$ cat config.mk
export PLATFORM = sky130hd
export DESIGN_NAME = chacha20_stream_cipher_top
export DESIGN_NICKNAME = d
export VERILOG_FILES = /design/src/rtl/cc20_pkg.sv /design/src/rtl/cc20_qstep.sv /design/src/rtl/cc20_core.sv /design/src/rtl/chacha20_stream_cipher_top.sv
export VERILOG_INCLUDE_DIRS = /design/src /design/src/rtl
export SDC_FILE = /design/constraint.sdc
export NUM_CORES = 2
export LEC_CHECK = 0
export BUFFER_PORTS_ARGS = -buffer_cell sky130_fd_sc_hd__buf_2
export CORE_MARGIN = 10
export CORE_UTILIZATION = 40
export CTS_CLUSTER_DIAMETER = 50
export DETAILED_ROUTE_END_ITERATION = 10
export SETUP_SLACK_MARGIN = 0.02
export SKIP_CTS_REPAIR_TIMING = 1
export SYNTH_ARGS = -nofsm -noshare
export SYNTH_HDL_FRONTEND = slang
export SYNTH_HIERARCHICAL = 1
export SYNTH_SLANG_ARGS = --single-unit
export TNS_END_PERCENT = 20
$ cat constraint.sdc
create_clock -name clk -period 17.2 [get_ports clk]
set_input_delay 0 -clock clk [delete_from_list [all_inputs] [get_ports clk]]
set_output_delay 0 -clock clk [all_outputs]
set_load 0.02 [all_outputs]
$ cat src/rtl/chacha20_stream_cipher_top_macros.svh
// Assertion helpers for the stream cipher top level.
// Each macro expects clk and rst_n in scope.
`ifndef CHACHA20_STREAM_CIPHER_TOP_MACROS_SVH
`define CHACHA20_STREAM_CIPHER_TOP_MACROS_SVH

`ifndef ASSERT_OFF
// same-cycle implication
`define CC_ASSERT_IMP(lbl, ante, cons, msg) \
  lbl: assert property (@(posedge clk) disable iff (!rst_n) (ante) |-> (cons)) \
    else $error(msg);
// next-cycle implication
`define CC_ASSERT_NXT(lbl, ante, cons, msg) \
  lbl: assert property (@(posedge clk) disable iff (!rst_n) (ante) |=> (cons)) \
    else $error(msg);
`else
`define CC_ASSERT_IMP(lbl, ante, cons, msg)
`define CC_ASSERT_NXT(lbl, ante, cons, msg)
`endif

`endif

$ cat src/rtl/cc20_pkg.sv
package cc20_pkg;

  // sizes
  localparam int DOUBLE_ROUNDS_DEF = 10;
  localparam int WORD_W            = 32;
  localparam int NUM_WORDS         = 16;
  localparam int IDX_W             = 4;
  localparam int CFG_W             = 64;
  localparam int CFG_IDX_W         = 3;

  typedef logic [WORD_W-1:0] word_t;
  typedef logic [NUM_WORDS-1:0][WORD_W-1:0] state_t;

  // configuration register indexes
  localparam logic [CFG_IDX_W-1:0] CFG_KEY01     = 3'd0;
  localparam logic [CFG_IDX_W-1:0] CFG_KEY23     = 3'd1;
  localparam logic [CFG_IDX_W-1:0] CFG_KEY45     = 3'd2;
  localparam logic [CFG_IDX_W-1:0] CFG_KEY67     = 3'd3;
  localparam logic [CFG_IDX_W-1:0] CFG_CTR_NONCE = 3'd4;
  localparam logic [CFG_IDX_W-1:0] CFG_NONCE23   = 3'd5;

  // constant words 0..3 of the cipher state (index 0 in the low slot)
  localparam logic [3:0][WORD_W-1:0] SIGMA = {
    32'hFD06C16F, 32'hA3D14186, 32'hCAB5636C, 32'hA4757138
  };

  // block engine status toward the byte sequencer
  typedef struct packed {
    logic busy;
    logic done;
  } cc20_stat_t;

endpackage

$ cat src/rtl/cc20_qstep.sv
// Shared arithmetic unit: one add, then xor and rotate of the sum into a
// second word. One quarter round is four passes through here.
module cc20_qstep import cc20_pkg::*; (
  input  word_t      x,
  input  word_t      y,
  input  word_t      z,
  input  logic [1:0] step,
  output word_t      sum,
  output word_t      mix
);

  word_t mixed;

  function automatic word_t rotl_step(word_t v, logic [1:0] s);
    word_t r;
    case (s)
      2'd0:    r = {v[15:0], v[31:16]};
      2'd1:    r = {v[19:0], v[31:20]};
      2'd2:    r = {v[23:0], v[31:24]};
      default: r = {v[24:0], v[31:25]};
    endcase
    return r;
  endfunction

  assign sum   = x + y;
  assign mixed = z ^ sum;
  assign mix   = rotl_step(mixed, step);

endmodule

$ cat src/rtl/cc20_core.sv
// Keystream block engine. The 16-word state sits in fixed registers; the
// quarter round always works on taps 0, 4, 8 and 12, and each row is rotated
// after every quarter round so the next column (or diagonal) lands there.
module cc20_core import cc20_pkg::*; #(
  parameter int DOUBLE_ROUNDS = DOUBLE_ROUNDS_DEF
) (
  input  logic             clk,
  input  logic             rst_n,
  input  logic             start,
  input  state_t           init_w,
  input  word_t            blk_idx,
  input  logic [IDX_W-1:0] rd_idx,
  output word_t            rd_word,
  output cc20_stat_t       stat
);

  localparam int DRW = (DOUBLE_ROUNDS > 1) ? $clog2(DOUBLE_ROUNDS) : 1;
  localparam logic [DRW-1:0] DR_LAST = DRW'(DOUBLE_ROUNDS - 1);

  typedef enum logic [3:0] {
    C_IDLE = 4'b0001,
    C_LOAD = 4'b0010,
    C_RND  = 4'b0100,
    C_FIN  = 4'b1000
  } cst_t;

  cst_t           state_r, state_nxt;
  logic [1:0]     st_r, st_nxt;
  logic [1:0]     qr_r, qr_nxt;
  logic           diag_r, diag_nxt;
  logic [DRW-1:0] dr_r, dr_nxt;
  state_t         w_r, w_nxt;
  word_t          init12_r, init12_nxt;

  word_t            ux, uy, uz, usum, umix;
  logic [IDX_W-1:0] fidx;
  state_t           tap, rot;

  assign fidx = {qr_r, st_r};

  // operand select for the shared unit
  always_comb begin
    ux = w_r[0];
    uy = w_r[4];
    uz = w_r[12];
    case (state_r)
      C_LOAD: begin
        ux = init_w[12];
        uy = blk_idx;
      end
      C_RND: begin
        if (st_r[0]) begin
          ux = w_r[8];
          uy = w_r[12];
          uz = w_r[4];
        end
      end
      C_FIN: begin
        ux = w_r[fidx];
        uy = (fidx == IDX_W'(12)) ? init12_r : init_w[fidx];
      end
      default: ;
    endcase
  end

  cc20_qstep u_qstep (
    .x    (ux),
    .y    (uy),
    .z    (uz),
    .step (st_r),
    .sum  (usum),
    .mix  (umix)
  );

  // write back the step into the taps
  always_comb begin
    tap = w_r;
    if (st_r[0]) begin
      tap[8] = usum;
      tap[4] = umix;
    end else begin
      tap[0]  = usum;
      tap[12] = umix;
    end
  end

  // row rotation after a quarter round; the last one of a half also
  // enters or leaves the diagonal arrangement
  always_comb begin
    logic [1:0] amt;
    logic [1:0] sel;
    rot = tap;
    for (int r = 0; r < 4; r++) begin
      if (qr_r == 2'd3 && !diag_r) begin
        amt = 2'(r) + 2'd1;
      end else if (qr_r == 2'd3) begin
        amt = 2'd1 - 2'(r);
      end else begin
        amt = 2'd1;
      end
      for (int i = 0; i < 4; i++) begin
        sel = 2'(i) + amt;
        rot[4*r+i] = tap[4*r + int'(sel)];
      end
    end
  end

  // sequencer
  always_comb begin
    state_nxt  = state_r;
    st_nxt     = st_r;
    qr_nxt     = qr_r;
    diag_nxt   = diag_r;
    dr_nxt     = dr_r;
    w_nxt      = w_r;
    init12_nxt = init12_r;
    case (state_r)
      C_IDLE: begin
        if (start) begin
          state_nxt = C_LOAD;
        end
      end
      C_LOAD: begin
        w_nxt      = init_w;
        w_nxt[12]  = usum;
        init12_nxt = usum;
        st_nxt     = '0;
        qr_nxt     = '0;
        diag_nxt   = 1'b0;
        dr_nxt     = '0;
        state_nxt  = C_RND;
      end
      C_RND: begin
        st_nxt = st_r + 2'd1;
        if (st_r == 2'd3) begin
          w_nxt  = rot;
          qr_nxt = qr_r + 2'd1;
          if (qr_r == 2'd3) begin
            diag_nxt = !diag_r;
            if (diag_r) begin
              dr_nxt = dr_r + DRW'(1);
              if (dr_r == DR_LAST) begin
                dr_nxt    = '0;
                state_nxt = C_FIN;
              end
            end
          end
        end else begin
          w_nxt = tap;
        end
      end
      C_FIN: begin
        w_nxt[fidx]      = usum;
        {qr_nxt, st_nxt} = fidx + IDX_W'(1);
        if (fidx == IDX_W'(NUM_WORDS - 1)) begin
          state_nxt = C_IDLE;
        end
      end
      default: begin
        state_nxt = C_IDLE;
      end
    endcase
  end

  always_ff @(posedge clk) begin
    if (!rst_n) begin
      state_r <= C_IDLE;
      st_r    <= '0;
      qr_r    <= '0;
      diag_r  <= 1'b0;
      dr_r    <= '0;
    end else begin
      state_r <= state_nxt;
      st_r    <= st_nxt;
      qr_r    <= qr_nxt;
      diag_r  <= diag_nxt;
      dr_r    <= dr_nxt;
    end
  end

  // state words, no reset
  always_ff @(posedge clk) begin
    w_r      <= w_nxt;
    init12_r <= init12_nxt;
  end

  assign rd_word   = w_r[rd_idx];
  assign stat.busy = (state_r != C_IDLE);
  assign stat.done = (state_r == C_FIN) && (fidx == IDX_W'(NUM_WORDS - 1));

endmodule

$ cat src/rtl/chacha20_stream_cipher_top.sv
// Channel | Dir | Width | Content
// in_*    | in  | 8+1   | tdata: message byte [7:0]; tlast: last byte of message
// out_*   | out | 8+1   | tdata: byte xor keystream [7:0]; tlast: copy of input tlast
// cfg_*   | in  | 3/64  | register index, write data; written when cfg_we is high
//
// Inside a 64-byte block a byte passes through accept and xor; the result is registered at the xor.
// At a block boundary: accept, load, four add/xor/rotate steps per quarter round over DOUBLE_ROUNDS
// double rounds, 16 final adds, xor; the result is registered at the xor.
// Synchronous active-low reset clears configuration, byte offset and block count.
// in_tready is high only while the sequencer is idle; a stalled output holds one result
// while the next byte may still be accepted.
`include "chacha20_stream_cipher_top_macros.svh"

module chacha20_stream_cipher_top import cc20_pkg::*; #(
  parameter int DOUBLE_ROUNDS = DOUBLE_ROUNDS_DEF
) (
  input  logic                 clk,
  input  logic                 rst_n,
  input  logic                 in_tvalid,
  output logic                 in_tready,
  input  logic [7:0]           in_tdata,   // [7:0] data_in
  input  logic                 in_tlast,
  output logic                 out_tvalid,
  input  logic                 out_tready,
  output logic [7:0]           out_tdata,  // [7:0] data_out
  output logic                 out_tlast,
  input  logic                 cfg_we,
  input  logic [CFG_IDX_W-1:0] cfg_idx,
  input  logic [CFG_W-1:0]     cfg_wdata
);

  typedef enum logic [2:0] {
    T_IDLE = 3'b001,
    T_GEN  = 3'b010,
    T_XOR  = 3'b100
  } tst_t;

  tst_t                   state_r, state_nxt;
  logic [3:0][CFG_W-1:0]  key_r;
  logic [CFG_W-1:0]       ctr_nonce_r;
  logic [CFG_W-1:0]       nonce23_r;
  logic [5:0]             off_r;
  word_t                  blk_r;
  logic [7:0]             byte_r;
  logic                   blast_r;
  logic                   out_valid_r;
  logic [7:0]             out_data_r;
  logic                   out_last_r;

  logic       accept, commit, slot_free;
  state_t     init_w;
  word_t      ks_word;
  logic [7:0] ks_byte;
  cc20_stat_t core_stat;

  // configuration registers
  always_ff @(posedge clk) begin
    if (!rst_n) begin
      key_r       <= '0;
      ctr_nonce_r <= '0;
      nonce23_r   <= '0;
    end else if (cfg_we) begin
      case (cfg_idx)
        CFG_KEY01:     key_r[0]    <= cfg_wdata;
        CFG_KEY23:     key_r[1]    <= cfg_wdata;
        CFG_KEY45:     key_r[2]    <= cfg_wdata;
        CFG_KEY67:     key_r[3]    <= cfg_wdata;
        CFG_CTR_NONCE: ctr_nonce_r <= cfg_wdata;
        CFG_NONCE23:   nonce23_r   <= cfg_wdata;
        default: ;
      endcase
    end
  end

  // initial cipher state, counter word before the block offset is added
  always_comb begin
    for (int i = 0; i < 4; i++) begin
      init_w[i]       = SIGMA[i];
      init_w[4+2*i]   = key_r[i][WORD_W-1:0];
      init_w[5+2*i]   = key_r[i][CFG_W-1:WORD_W];
    end
    init_w[12] = ctr_nonce_r[WORD_W-1:0];
    init_w[13] = ctr_nonce_r[CFG_W-1:WORD_W];
    init_w[14] = nonce23_r[WORD_W-1:0];
    init_w[15] = nonce23_r[CFG_W-1:WORD_W];
  end

  cc20_core #(
    .DOUBLE_ROUNDS (DOUBLE_ROUNDS)
  ) u_core (
    .clk     (clk),
    .rst_n   (rst_n),
    .start   (accept && (off_r == '0)),
    .init_w  (init_w),
    .blk_idx (blk_r),
    .rd_idx  (off_r[5:2]),
    .rd_word (ks_word),
    .stat    (core_stat)
  );

  // keystream byte, little-endian within the word
  always_comb begin
    case (off_r[1:0])
      2'd0:    ks_byte = ks_word[7:0];
      2'd1:    ks_byte = ks_word[15:8];
      2'd2:    ks_byte = ks_word[23:16];
      default: ks_byte = ks_word[31:24];
    endcase
  end

  assign in_tready = (state_r == T_IDLE);
  assign accept    = in_tvalid && in_tready;
  assign slot_free = !out_valid_r || out_tready;
  assign commit    = (state_r == T_XOR) && slot_free;

  // byte sequencer
  always_comb begin
    state_nxt = state_r;
    case (state_r)
      T_IDLE: begin
        if (accept) begin
          state_nxt = (off_r == '0) ? T_GEN : T_XOR;
        end
      end
      T_GEN: begin
        if (core_stat.done) begin
          state_nxt = T_XOR;
        end
      end
      T_XOR: begin
        if (slot_free) begin
          state_nxt = T_IDLE;
        end
      end
      default: begin
        state_nxt = T_IDLE;
      end
    endcase
  end

  always_ff @(posedge clk) begin
    if (!rst_n) begin
      state_r     <= T_IDLE;
      off_r       <= '0;
      blk_r       <= '0;
      out_valid_r <= 1'b0;
    end else begin
      state_r <= state_nxt;
      if (commit) begin
        out_valid_r <= 1'b1;
        if (blast_r) begin
          off_r <= '0;
          blk_r <= '0;
        end else begin
          off_r <= off_r + 6'd1;
          if (off_r == 6'h3F) begin
            blk_r <= blk_r + 32'd1;
          end
        end
      end else if (out_tready) begin
        out_valid_r <= 1'b0;
      end
    end
  end

  // payload registers
  always_ff @(posedge clk) begin
    if (accept) begin
      byte_r  <= in_tdata;
      blast_r <= in_tlast;
    end
    if (commit) begin
      out_data_r <= byte_r ^ ks_byte;
      out_last_r <= blast_r;
    end
  end

  assign out_tvalid = out_valid_r;
  assign out_tdata  = out_data_r;
  assign out_tlast  = out_last_r;

  // checks
  `CC_ASSERT_IMP(a_core_idle, (state_r == T_IDLE), !core_stat.busy, "core busy while idle")
  `CC_ASSERT_IMP(a_done_in_gen, core_stat.done, (state_r == T_GEN), "block done outside wait")
  `CC_ASSERT_NXT(a_last_rst, commit && blast_r, (off_r == '0) && (blk_r == '0), "restart missed")

endmodule
Yosys cells after proc, flatten, opt, wreduce, memory -nomap -nowiden
Index checks and enable logic that the tools add are counted.
Word-level totals
  flip-flop bits (word level): 1001
  bits of input ports: 81
  word-level logic and storage cells: 235
Cells by class
  $add $sub $neg: 28
  order comparisons: 15
  equal/unequal tests: 31
  multiplexer cells: 94
  bitwise operators: 2
  reductions and logical operators: 29
Operators by type and width (count)
  $bmux 32 s4: 15
  $pmux 512 s3: 1
  $mux 32: 39
  $bwmux 512: 1
  $mux 512: 1
  $lt 32x6->1 const B: 12
  $pmux 32 s3: 3
  $demux 32 s4: 1
  $add 4x2->5 const A: 8
  $mux 4: 10
  $add 32x1->32 const B: 1
  $add 32x32->32: 1
  $xor 32x32->32: 1
  $pmux 8 s3: 1
  $add 3x2->4 const A: 4
  $eq 4x4->1 const B: 4
  $pmux 4 s4: 1
  $reduce_and 2->1: 8
  $ne 2x1->1 const B: 7
  $add 2x2->2 const A: 6
  $mux 2: 6
  $mux 3: 4
  $pmux 2 s3: 2
  $lt 4x5->1 const B: 2
  32 further kinds: 60

Depth between registers and ports, before layout
  word-level depth: 13
  gate-level depth with buffers: 30
  gate-level depth less buffers: 22

Modules after synthesis
Netlist, hierarchy kept.
Modules (own cells, without submodules)
  cc20_core: instances 1, cells each 5089, area each 51715.8 µm², sequential area each 16595.9 µm²
  chacha20_stream_cipher_top: instances 1, cells each 1989, area each 16910.0 µm², sequential area each 9068.7 µm²
  cc20_qstep: instances 1, cells each 439, area each 3074.2 µm², sequential area each 0.0 µm²

Worst setup path before layout
No wires, ideal clock.
  path type: reg-to-reg
  start point: register u_core.state_r[0]
  end point: register u_core.w_r, in the netlist u_core/tap[100] (enable)
  library setup time: 1.138 ns
  data arrival time: 17.241 ns
  required time: 16.062 ns
  setup slack: -1.179 ns
  cell stages (with the launch flop): 6
  buffers on the path: 2
  period minus slack after synthesis: 18.379 ns
  cell sequence: dfxtp_1 > buf_2 > nor4b_2 > nor3_2 > clkbuf_1 > nor2_1
On the way
  cells in the longest elaborated chain, start to end: 3
  elaborated cells on any way between the ends: 6
RTL lines
  from (decl): line cc20_core.sv:27  | cst_t state_r, state_nxt;
  from (signal assigned): line cc20_core.sv:173  | state_r <= state_nxt;
  $eq 4x3->1 (tied with other cells): line cc20_core.sv:117  | case (state_r)
  $ne 2x1->1 (no source line) or $reduce_bool 3->1 (tied branches)
  $reduce_and 2->1 (no source line) *
  to (signal assigned): line cc20_core.sv:183  | w_r <= w_nxt;
  to (decl): line cc20_core.sv:32  | state_t w_r, w_nxt;
Every way passes the cells marked *; elsewhere a longest branch is shown, timed or not.
A chain may end at the register's enable or synchronous reset.

==> metrics <==
Buffers on Ports=91; worst clock skew=35.5 ps; slew at the pin with the worst max-slew slack=1320 ps; detailed placer's ending HPWL=198000 um; final count of pins violating max slew=0; GRT Overall Usage=32.0%; mean instance size in the synthesized netlist=9.54 um^2; top post-synthesis cells by count=1544 x sky130_fd_sc_hd__nand2_1, 691 x sky130_fd_sc_hd__mux2i_1, 595 x sky130_fd_sc_hd__clkbuf_1, 582 x sky130_fd_sc_hd__a21oi_1, 562 x sky130_fd_sc_hd__edfxtp_1; number of iterations in the first detailed-routing pass=10; sum of overflow across all layers after global routing=0; Worst Hold Class=primary input to flip-flop; average via count per standard cell=6.91; fraction of final layout cells sized beyond drive strength 1=15.2%; global-route wire length before repair=469000 um; count of pins on the block boundary=92; overall die width=443 um; final core utilization=45.4%; arrival time at the worst endpoint=9760 ps; post-placement cell count=9608; share of the synthesized area in the top cell type=23.5%; Setup TNS Final=0 ps; Seq/Total Area, Yosys=35.8%; CP required=17840 ps; Ys Warns=6; summed instance area of the synthesized netlist=71700 um^2; Worst R2R End=u_core/tap[453]$_DFFE_PP_; type of origin of the critical path=flip-flop; max cap viols=0; leading post-synthesis cells by cell area=sky130_fd_sc_hd__edfxtp_1 24%, sky130_fd_sc_hd__dfxtp_1 12%, sky130_fd_sc_hd__mux4_2 11%; DRC violation count after routing=0; Final Critical Period=9120 ps; total wire length after detailed routing=333000 um; standard cell core area=178000 um^2; Clock Pin Slew Worst Setup and Hold Paths=60 ps; max frequency=110 MHz; Area Growth Syn to Fin=12.9%; Post-Layout Cell Count=9996; final hold vios=0; maximum fanout along the worst path=58; share of the cycle needed by the critical path after routing=53.0%; library cell with the highest instance count after synthesis=sky130_fd_sc_hd__nand2_1; detailed router's first-iteration violation count=11.6k; count of fill cells added during filler insertion=16.9k; die height=443 um; post-synthesis instance total=7517; startpoint of the lowest-slack hold path=cfg_wdata[55]; CTS H-tree depth=4; Worst Hold Depth=4; number of distinct library cell variants in the gate-level netlist after synthesis=91; clk sink count=1001; number of antenna violations at the first check in global routing=52; largest net degree at the start of global routing=145; Antenna Violating Nets Remaining=0; WL per Instance=33.3 um; Final setup violation count=0; top flip-flop cell by instance count after synthesis=sky130_fd_sc_hd__edfxtp_1; kind of critical path=flip-flop to flip-flop; R2R Setup Slk=8080 ps; Die ar.=197000 um^2; setup repair after global routing missed its margin=false; kind of capture point of the worst setup path=flip-flop; total power density per cell area=97.7 nW/um^2; worst reg2reg startpoint=u_core/st_r[1]$_SDFFE_PN0P_; routability congestion estimate from global placement=1.01; proportion of register bits with asynchronous set or reset after synthesis=0%; Bufs on Longest Clock Path=3; count of flip-flops with a built-in enable after synthesis=562; nets@finish=7626; worst-case reg-to-reg path depth=21; starting utilization of the core area=40.2%; Root Buffer=sky130_fd_sc_hd__clkbuf_16; leading area contributor after synthesis=sky130_fd_sc_hd__edfxtp_1; number of global-route vias before repair=63.4k; clock network latency to the later pin of the worst-skew pair=830 ps; Yosys reg bits=1001; destination of the worst hold path=ctr_nonce_r[55]$_SDFFE_PN0P_; clock buffers created by TritonCTS=148; CTS tree=done; count of standard-cell rows=155; maximum vdd ir drop=0.116 mV; static power due to leakage=0.0290 uW; number of vias in the routed layout=69.0k; post-route total power=7910 uW; worst slew margin relative to its limit=9.73%; status=completed
[final cells by class]
cell class              count  area, um^2  area share (%)
clock buffers             199        4250            5.25
repair buffers            359        2840            3.51
inverters                  25         110           0.136
well taps                2355        2950            3.64
diodes                     16        40.0          0.0495
multi-input cells        5963       44200            54.6
clock inverters            78         898            1.11
flip-flops and latches   1001       25700            31.7
[state kept, by name, summed over array words and instances (netlist names), 2 cells and up]
| signal | cells |
|---|---|
| u_core/tap | 384 |
| init_w | 256 |
| u_core/w_r | 128 |
| ctr_nonce_r | 64 |
| nonce23_r | 64 |
| blk_r | 32 |
| u_core/init12_r | 32 |
| byte_r | 8 |
| out_tdata | 8 |
| off_r | 6 |
| u_core/dr_r | 4 |
| u_core/state_r | 4 |
| state_r | 3 |
| u_core/qr_r | 2 |
| u_core/st_r | 2 |
[worst max-delay path, stage by stage, from the launching register on]
cell                        delay (ps)
sky130_fd_sc_hd__dfxtp_4           880
sky130_fd_sc_hd__buf_4             740
sky130_fd_sc_hd__buf_4             790
sky130_fd_sc_hd__mux4_2            590
sky130_fd_sc_hd__a22oi_1           200
sky130_fd_sc_hd__a21oi_1           120
sky130_fd_sc_hd__a21oi_1           150
sky130_fd_sc_hd__o21ai_0           170
sky130_fd_sc_hd__ha_1              380
sky130_fd_sc_hd__a21o_1            150
sky130_fd_sc_hd__nand4_1           130
sky130_fd_sc_hd__a2111oi_0        1160
sky130_fd_sc_hd__nor3_1            260
sky130_fd_sc_hd__o31a_1            400
sky130_fd_sc_hd__o21ai_0           320
sky130_fd_sc_hd__xor3_1            260
sky130_fd_sc_hd__nor2_1             80
sky130_fd_sc_hd__o32ai_1          1100
sky130_fd_sc_hd__a21boi_0          370
sky130_fd_sc_hd__a211oi_1          340
sky130_fd_sc_hd__a21oi_1            70
sky130_fd_sc_hd__o221ai_1          200
[through the flow]
stage               instance area [um^2]  setup WS (ps)  hold slack [ps]
floorplan                          72700           5380             98.9
global placement                   74800           8420              179
CTS                                80000           8460             -672
global route                       80900           8030             55.1
finish                             81000           8080             23.0
detailed placement                 74800           8490              187
[layout by cell type, fill, tap and decap left out, types with 151 or more instances in the layout]
| master | instances |
|---|---|
| sky130_fd_sc_hd__mux2_2 | 190 |
| sky130_fd_sc_hd__o221ai_1 | 353 |
| sky130_fd_sc_hd__a221o_1 | 164 |
| sky130_fd_sc_hd__a21oi_1 | 581 |
| sky130_fd_sc_hd__nor2_1 | 356 |
| sky130_fd_sc_hd__nand2_1 | 1523 |
| sky130_fd_sc_hd__mux4_2 | 361 |
| sky130_fd_sc_hd__conb_1 | 256 |
| sky130_fd_sc_hd__mux2i_1 | 691 |
| sky130_fd_sc_hd__dfxtp_1 | 430 |
| sky130_fd_sc_hd__clkbuf_16 | 160 |
| sky130_fd_sc_hd__o21ai_0 | 151 |
| sky130_fd_sc_hd__edfxtp_1 | 562 |
| sky130_fd_sc_hd__buf_4 | 163 |
| sky130_fd_sc_hd__a21boi_0 | 413 |
[kinds of logic (layout without fill, tap and decap cells)]
| kind of cell | after synthesis | count (layout) | share of synthesized area, % |
|---|---|---|---|
| buffers and inverters | 807 | 661 | 4.45 |
| adder cells (fa/ha/maj) | 47 | 47 | 0.831 |
| other | 2 | 272 | 0.0105 |
| AO/OA/AOI/OAI | 2099 | 2099 | 20.7 |
| multiplexers | 1242 | 1242 | 24.0 |
| AND/OR/NAND/NOR | 2223 | 2223 | 12.8 |
| flip-flops | 1001 | 1001 | 35.8 |
| XOR/XNOR | 96 | 96 | 1.39 |
[how the worst max path moves through the flow]
stage | cells past startpoint | end | start
after floorplan | 5 | u_core/tap[100]$_DFFE_PP_ | u_core/state_r[0]$_SDFFE_PN1P_
after global placement | 21 | u_core/tap[457]$_DFFE_PP_ | u_core/st_r[1]$_SDFFE_PN0P_
after detailed placement | 21 | u_core/tap[453]$_DFFE_PP_ | u_core/st_r[1]$_SDFFE_PN0P_
after CTS | 21 | u_core/tap[453]$_DFFE_PP_ | u_core/st_r[1]$_SDFFE_PN0P_
after global routing | 22 | u_core/tap[456]$_DFFE_PP_ | u_core/st_r[1]$_SDFFE_PN0P_
final | 21 | u_core/tap[453]$_DFFE_PP_ | u_core/st_r[1]$_SDFFE_PN0P_
[power breakdown]
group	switching, uW	total [uW]	internal [uW]
logic	1250	1840	597
clock network	1270	3240	1960
registers	138	2830	2690
[routing by layer]
layer | vias to the layer above | GRT usage [%] | routed length [um]
met5 | - | 0.244 | 368
met2 | 5545 | 45.1 | 137000
met4 | 48 | 21.4 | 25900
met3 | 1383 | 11.1 | 48300
met1 | 33700 | 41.1 | 122000
li1 | 28400 | - | -
No activity file was read; power rests on OpenSTA's default activity.
